--- config.mk ---
export PLATFORM = sky130hd
export DESIGN_NAME = retransmit_timeout_estimator_top
export DESIGN_NICKNAME = d
export VERILOG_FILES = /design/src/rtoe_pkg.sv /design/src/rtoe_core.sv /design/src/retransmit_timeout_estimator_top.sv
export SDC_FILE = /design/constraint.sdc
export NUM_CORES = 1
export LEC_CHECK = 0
export BUFFER_PORTS_ARGS = -buffer_cell sky130_fd_sc_hd__buf_2
export CORE_MARGIN = 5
export CORE_UTILIZATION = 40
export DETAILED_ROUTE_END_ITERATION = 6
export GPL_TIMING_DRIVEN = 0
export PLACE_DENSITY = 0.59
export SYNTH_ARGS = -nofsm -noshare
export SYNTH_HDL_FRONTEND = slang
export SYNTH_SLANG_ARGS = --single-unit
--- constraint.sdc ---
create_clock -name clock -period 22.5 [get_ports clock]
set_input_delay 4.5 -clock clock [delete_from_list [all_inputs] [get_ports clock]]
set_output_delay 4.5 -clock clock [all_outputs]
set_load 0.1 [all_outputs]
--- src/rtoe_pkg.sv ---
// Shared types, codes and helpers for the retransmit timeout estimator.
// Used by rtoe_core and retransmit_timeout_estimator_top; depends on nothing.
`timescale 1ns / 1ps

package rtoe_pkg;

   // Operation codes carried in the func field.
   localparam logic [1:0] FUNC_START   = 2'd0;
   localparam logic [1:0] FUNC_SAMPLE  = 2'd1;
   localparam logic [1:0] FUNC_TIMEOUT = 2'd2;
   localparam logic [1:0] FUNC_RESET   = 2'd3;

   // Configuration register indexes.
   localparam logic [1:0] CSR_RTO_MIN         = 2'd0;
   localparam logic [1:0] CSR_RTO_MAX         = 2'd1;
   localparam logic [1:0] CSR_MAX_RETRANSMITS = 2'd2;

   // Reset values and saturation limits.
   localparam logic [15:0] RTO_MIN_RESET         = 16'd1000;
   localparam logic [15:0] RTO_MAX_RESET         = 16'd3000;
   localparam logic [3:0]  MAX_RETRANSMITS_RESET = 4'd12;
   localparam logic [19:0] INIT_VAR              = 20'd3000;
   localparam logic [15:0] INIT_RTO              = 16'd3000;
   localparam logic [19:0] EST_MAX               = 20'hFFFFF;
   localparam logic [3:0]  COUNT_MAX             = 4'd15;

   typedef struct packed {
      logic [1:0]  func;
      logic [15:0] sample_ms;
      logic [3:0]  send_count;
   } req_type;

   typedef struct packed {
      logic [15:0] rto_ms;
      logic        gave_up;
      logic [3:0]  next_count;
   } rsp_type;

   typedef struct packed {
      logic [15:0] rto_min;
      logic [15:0] rto_max;
      logic [3:0]  max_retransmits;
   } cfg_type;

   // Clamp a timeout to the configured limits; the lower limit is tested first.
   function automatic logic [15:0] clamp_rto(input logic [20:0] value, input cfg_type cfg);
      logic [15:0] result;
      if (value < {5'd0, cfg.rto_min}) begin
         result = cfg.rto_min;
      end else if (value > {5'd0, cfg.rto_max}) begin
         result = cfg.rto_max;
      end else begin
         result = value[15:0];
      end
      return result;
   endfunction

endpackage

--- src/rtoe_core.sv ---
// Estimator state and the single-pass update for one request beat.
// Depends on rtoe_pkg for the payload, configuration types and clamp helper.
`timescale 1ns / 1ps

module rtoe_core (
   input  logic             clock,
   input  logic             reset,
   input  logic             step_en,
   input  rtoe_pkg::req_type req,
   input  rtoe_pkg::cfg_type cfg,
   output rtoe_pkg::rsp_type rsp
);

   logic [19:0] srtt_ff, srtt_in;
   logic [19:0] rttvar_ff, rttvar_in;
   logic [15:0] cur_rto_ff, cur_rto_in;
   logic [15:0] saved_rto_ff, saved_rto_in;

   logic [16:0] base;
   logic [16:0] ms_ext;
   logic        ms_ge;
   logic [16:0] mag;
   logic [20:0] srtt_sum;
   logic [19:0] srtt_upd;
   logic [20:0] var_sum;
   logic [19:0] var_upd;
   logic [20:0] rto_sum;
   logic [3:0]  count_inc;
   logic        give_up;

   // Sample path: error magnitude against the smoothed estimate.
   assign base   = srtt_ff[19:3];
   assign ms_ext = {1'b0, req.sample_ms};
   assign ms_ge  = ms_ext >= base;
   assign mag    = ms_ge ? (ms_ext - base) : (base - ms_ext);

   // Smoothed RTT x8 moves by the full error; it saturates on the way up.
   assign srtt_sum = {1'b0, srtt_ff} + {4'd0, mag};
   always_comb begin
      if (ms_ge) begin
         srtt_upd = srtt_sum[20] ? rtoe_pkg::EST_MAX : srtt_sum[19:0];
      end else begin
         srtt_upd = srtt_ff - {3'd0, mag};
      end
   end

   // Variance decays by a quarter and adds the error magnitude.
   assign var_sum = {1'b0, rttvar_ff - {2'd0, rttvar_ff[19:2]}} + {4'd0, mag};
   assign var_upd = var_sum[20] ? rtoe_pkg::EST_MAX : var_sum[19:0];
   assign rto_sum = {4'd0, srtt_upd[19:3]} + {1'b0, var_upd};

   // Timer path: saturating count and give-up test.
   assign count_inc = (req.send_count == rtoe_pkg::COUNT_MAX) ? rtoe_pkg::COUNT_MAX
                                                              : req.send_count + 4'd1;
   assign give_up   = count_inc >= cfg.max_retransmits;

   // Next state and result for the current beat.
   always_comb begin
      srtt_in        = srtt_ff;
      rttvar_in      = rttvar_ff;
      cur_rto_in     = cur_rto_ff;
      saved_rto_in   = saved_rto_ff;
      rsp.gave_up    = 1'b0;
      rsp.next_count = req.send_count;
      case (req.func)
         rtoe_pkg::FUNC_START: begin
            if (req.send_count == 4'd0) begin
               saved_rto_in = cur_rto_ff;
            end
         end
         rtoe_pkg::FUNC_SAMPLE: begin
            if (req.send_count != 4'd0) begin
               // Karn's rule: a retransmitted packet gives no valid sample.
               cur_rto_in = saved_rto_ff;
            end else begin
               srtt_in    = srtt_upd;
               rttvar_in  = var_upd;
               cur_rto_in = rtoe_pkg::clamp_rto(rto_sum, cfg);
            end
         end
         rtoe_pkg::FUNC_TIMEOUT: begin
            rsp.next_count = count_inc;
            if (give_up) begin
               rsp.gave_up = 1'b1;
            end else begin
               cur_rto_in = rtoe_pkg::clamp_rto({4'd0, cur_rto_ff, 1'b0}, cfg);
            end
         end
         rtoe_pkg::FUNC_RESET: begin
            srtt_in        = 20'd0;
            rttvar_in      = rtoe_pkg::INIT_VAR;
            cur_rto_in     = rtoe_pkg::clamp_rto({5'd0, rtoe_pkg::INIT_RTO}, cfg);
            saved_rto_in   = rtoe_pkg::clamp_rto({5'd0, rtoe_pkg::INIT_RTO}, cfg);
            rsp.next_count = 4'd0;
         end
         default: begin
            srtt_in = srtt_ff;
         end
      endcase
      rsp.rto_ms = cur_rto_in;
   end

   // Estimator state advances once per processed beat.
   always_ff @(posedge clock) begin
      if (reset) begin
         srtt_ff      <= 20'd0;
         rttvar_ff    <= rtoe_pkg::INIT_VAR;
         cur_rto_ff   <= rtoe_pkg::INIT_RTO;
         saved_rto_ff <= rtoe_pkg::INIT_RTO;
      end else if (step_en) begin
         srtt_ff      <= srtt_in;
         rttvar_ff    <= rttvar_in;
         cur_rto_ff   <= cur_rto_in;
         saved_rto_ff <= saved_rto_in;
      end
   end

endmodule

--- src/retransmit_timeout_estimator_top.sv ---
// Top level of the retransmit timeout estimator: handshakes, CSRs, result register.
// Depends on rtoe_pkg and rtoe_core.
`timescale 1ns / 1ps

// Usage:
// A request beat (req_data: func, sample_ms, send_count) is taken when req_valid
// and req_ready are both high. Each request yields exactly one response beat
// (rsp_data: rto_ms, gave_up, next_count), in order, taken when rsp_valid and
// rsp_ready are both high.
// The request lands in an input register; the estimator update runs in one
// pass from that register into the response register, which presents the
// response. One request per cycle is sustained while rsp_ready stays high;
// the rate is set by the estimator state registers, which are read and
// written once per beat.
// When the receiver stalls, the input register holds one more request and
// req_ready drops only once both registers are full.
// CSRs (rto_min, rto_max, max_retransmits) are written with csr_we, csr_index
// and csr_wdata while the block is idle, a rule for the user that the block
// does not enforce; index 3 is ignored. Synchronous reset empties both
// registers, loads the CSR defaults (1000, 3000, 12) and restores the
// estimates (srtt 0, variance 3000, timeout 3000). There is no clearing pass.
module retransmit_timeout_estimator_top (
   input  logic              clock,
   input  logic              reset,
   input  logic              req_valid,
   output logic              req_ready,
   input  rtoe_pkg::req_type req_data,
   output logic              rsp_valid,
   input  logic              rsp_ready,
   output rtoe_pkg::rsp_type rsp_data,
   input  logic              csr_we,
   input  logic [1:0]        csr_index,
   input  logic [15:0]       csr_wdata
);

   rtoe_pkg::cfg_type cfg_ff;
   rtoe_pkg::req_type req_ff;
   logic              req_valid_ff, req_valid_in;
   rtoe_pkg::rsp_type rsp_data_ff;
   logic              rsp_valid_ff, rsp_valid_in;
   rtoe_pkg::rsp_type core_rsp;
   logic              step_en;
   logic              req_take;

   // Configuration registers.
   always_ff @(posedge clock) begin
      if (reset) begin
         cfg_ff.rto_min         <= rtoe_pkg::RTO_MIN_RESET;
         cfg_ff.rto_max         <= rtoe_pkg::RTO_MAX_RESET;
         cfg_ff.max_retransmits <= rtoe_pkg::MAX_RETRANSMITS_RESET;
      end else if (csr_we) begin
         case (csr_index)
            rtoe_pkg::CSR_RTO_MIN:         cfg_ff.rto_min <= csr_wdata;
            rtoe_pkg::CSR_RTO_MAX:         cfg_ff.rto_max <= csr_wdata;
            rtoe_pkg::CSR_MAX_RETRANSMITS: cfg_ff.max_retransmits <= csr_wdata[3:0];
            default: begin
               cfg_ff <= cfg_ff;
            end
         endcase
      end
   end

   // The held request moves on when the response register is free or draining.
   assign step_en   = req_valid_ff && (!rsp_valid_ff || rsp_ready);
   assign req_ready = !req_valid_ff || step_en;
   assign req_take  = req_valid && req_ready;

   assign req_valid_in = req_take || (req_valid_ff && !step_en);
   assign rsp_valid_in = step_en || (rsp_valid_ff && !rsp_ready);

   // Input register.
   always_ff @(posedge clock) begin
      if (reset) begin
         req_valid_ff <= 1'b0;
      end else begin
         req_valid_ff <= req_valid_in;
      end
      if (req_take) begin
         req_ff <= req_data;
      end
   end

   rtoe_core u_core (
      .clock   (clock),
      .reset   (reset),
      .step_en (step_en),
      .req     (req_ff),
      .cfg     (cfg_ff),
      .rsp     (core_rsp)
   );

   // Response register.
   always_ff @(posedge clock) begin
      if (reset) begin
         rsp_valid_ff <= 1'b0;
      end else begin
         rsp_valid_ff <= rsp_valid_in;
      end
      if (step_en) begin
         rsp_data_ff <= core_rsp;
      end
   end

   assign rsp_valid = rsp_valid_ff;
   assign rsp_data  = rsp_data_ff;

   // An accepted request is always held for processing in the next cycle.
   a_take_held: assert property (@(posedge clock) disable iff (reset)
      req_take |=> req_valid_ff)
      else $error("accepted request beat not held in input register");

   // A stalled response keeps the held request in place.
   a_hold_on_stall: assert property (@(posedge clock) disable iff (reset)
      req_valid_ff && rsp_valid_ff && !rsp_ready |=> req_valid_ff && $stable(req_ff))
      else $error("held request changed while response stalled");

   // Give-up is only reported with a nonzero count.
   a_give_up_count: assert property (@(posedge clock) disable iff (reset)
      rsp_valid_ff && rsp_data_ff.gave_up |-> rsp_data_ff.next_count != 4'd0)
      else $error("give-up reported with zero send count");

   // Ready low means both stages are occupied.
   a_ready_full: assert property (@(posedge clock) disable iff (reset)
      !req_ready |-> req_valid_ff && rsp_valid_ff)
      else $error("request stalled with a free stage");

endmodule

==> impl_results.md <==
- Final setup margin: 9760 ps
- # clock sinks: 153
- Via count: 14,200
- Commonest non-fill, non-tap cell in the layout: nand2_1
- Port bufs: 67
- Final hold viol count: 0
- Clk buf depth: 2
- Async set-reset flop share out of synthesis: 0
- Setup Skew: 15.0 ps
- Cell family with most CP delay: compound AO/OA/AOI/OAI gates
- Clk slew on worst S/H paths: 70 ps
- Synth-to-layout area growth: 10.3%
- # IOs: 68
- Share of layout cells above drive strength 1: 0.0742
- Drt wl/cell: 21.1 µm
- Ys flop type: dfxtp_1
- Mapped Nets: 2,084
- Worst VDD drop: 0.108 mV
- Nets: 2,170
- Pwr/cell area: 120 nW/µm²
- DRT Pass-1 Iters: 6
- Worst-path maximum fanout: 10
- Final worst-path cycle share: 0.566
- Antenna-violating nets left: 0
- Synth Instances: 1,841
- Most frequent cells in the layout: 203 x nand2_1, 191 x ha_1, 169 x nor2_1
- Postcts setup bufs: 0
- Outcome: completed
- Req. time, crit path: 22,660 ps
- First-pass GRT wire length: 77.7 mm
- Die X: 200 µm
- DPL Wire Length: 40.6 mm
- Die Y-Extent: 200 µm
- RSZ-0062 raised after global routing: false
- Max-cap viol count: 0
- DP Cell Count: 2,369
- Unique cell type count in the Yosys netlist: 90
- Power Total: 0.00193 W
- P_leak: 6.84 nW
- CP arrival: 12,910 ps
- Crit. End Element: flop
- Setup Crit Path Kind: flop to flop
- Starting Density: 0.407
- Mapped cell area: 14,500 µm²
- CTS Hold Bufs: 0
- Worst slew pin tran: 1270 ps
- Placer congestion estimate: 0.970
- Antenna violations before repair: 0
- Via density: 5.90
- Max Transition Viols Final: 0
- Largest net degree at the start of global routing: 26
- DRC viols: 0
- CTS root buf: clkbuf_16
- Clk Latency, worst-skew pair: 450 ps
- CP peak stage delay: 840 ps
- Layout Cells excl Fill: 2,401
- Drt total wl: 50.8 mm
- Core area: 35,700 µm²
- H-Tree Depth: 4
- Final count of negative-setup-slack endpoints: 0
- TritonCTS buffer count: 17
- Number of global-route vias before repair: 13,700
- Critical Path Start Type: flop
- Worst path bufs/invs: 6
- DR iter-0 viols: 970
- Final TNS setup: 0 ps
- Full die area: 40,200 µm²
- Crit path time final: 12,740 ps
- Gr usage total: 0.244
- Yosys reg bits: 153
- Grt total ovfl: 0
- EDFF count, synth: 43
- Hold WS: 490 ps
- Max frequency: 78.5 MHz
- TritonCTS clock tree: built
- Synth warn: 0
- Seq/Total Area, Yosys: 0.241
- Diodes inserted: 0
- Avg Inst Size Synth: 7.88 µm²
- Worst slew margin: 0.150
- CP max-delay cell: a2111oi_1
- Worst hold path class: flop to flop
- Cells resized by post-CTS repair: 0
- Row Count: 69
- Setup WS pre-CTS: 9930 ps
-- per-stage QoR --
step           area (µm²)  utilization
2_1_floorplan       14500            -
4_1_cts             16000        0.449
6_report            16000        0.449
3_3_place_gp        15400        0.432
3_5_place_dp        15400        0.432
5_1_grt             16000        0.449
-- tightest hold or removal path, cell delays in order, from the launching register on --
cell and delay, ps:
dfxtp_1 320, o21ai_0 80, nand2_1 60
-- final cells by class --
type | count | area [µm²]
Fill cell | 3617 | 19700
Inverter | 155 | 582
Clock inverter | 11 | 108
Tap cell | 461 | 577
Sequential cell | 153 | 3490
Clock buffer | 21 | 472
Timing Repair Buffer | 67 | 335
Buffer | 70 | 274
Multi-Input combinational cell | 1463 | 10200
-- routing by layer --
| metal | share of wire | track usage |
|---|---|---|
| met5 | 0 | 0 |
| met4 | 0.050 | 0.114 |
| met3 | 0.052 | 0.0438 |
| met2 | 0.48 | 0.435 |
| met1 | 0.41 | 0.284 |
-- report_power, final --
part	internal, W	switching [W]	total, W
logic	0.000485	0.000834	0.00132
clock network	0.000164	0.000132	0.000295
registers	0.000297	0.0000158	0.000313
-- logic make-up (layout without fill, tap and decap cells) --
logic type,Yosys count,count (layout),synth area share
compound gates,581,581,0.270
simple gates,574,574,0.182
buf+inv,225,324,0.0590
fa+ha+maj,198,198,0.174
flops,153,153,0.241
xor+xnor,80,80,0.0483
mux,30,30,0.0251
-- state kept, by name, summed over array words and instances, names as in the netlist --
register,flops
req_valid_ff,1
rsp_data,21
rsp_valid,1
req_ff,22
u_core.rttvar_ff,20
cfg_ff,36
u_core.saved_rto_ff,16
u_core.srtt_ff,20
u_core.cur_rto_ff,16
-- worst paths after layout --
path,from,end,slack (ps),depth (start not counted)
min,u_core.saved_rto_ff[8]$_SDFFE_PP1P_,u_core.saved_rto_ff[8]$_SDFFE_PP1P_,490,2
max,u_core.srtt_ff[10]$_SDFFE_PP0P_,rsp_data[16]$_DFFE_PP_,9760,45
min reg2reg,u_core.saved_rto_ff[8]$_SDFFE_PP1P_,u_core.saved_rto_ff[8]$_SDFFE_PP1P_,490,2
max reg2reg,u_core.srtt_ff[10]$_SDFFE_PP0P_,rsp_data[16]$_DFFE_PP_,9760,45
-- synth_stat cells, types with 21 or more instances --
cell type | instances | area [µm²]
xor2_1 | 34 | 298
nor2b_1 | 37 | 231
o211ai_1 | 23 | 173
a21oi_1 | 138 | 691
nand3_1 | 35 | 175
nor3_1 | 42 | 210
a31oi_1 | 27 | 169
a22oi_1 | 25 | 188
nor2_1 | 169 | 634
a211oi_1 | 21 | 158
nand2_1 | 203 | 762
dfxtp_1 | 110 | 2200
clkbuf_1 | 59 | 221
edfxtp_1 | 43 | 1290
xnor2_1 | 46 | 403
ha_1 | 191 | 2390
o21a_1 | 39 | 293
inv_1 | 154 | 578
o21ai_0 | 108 | 541
a21o_1 | 45 | 338
Power figures use the tool's default switching activity.
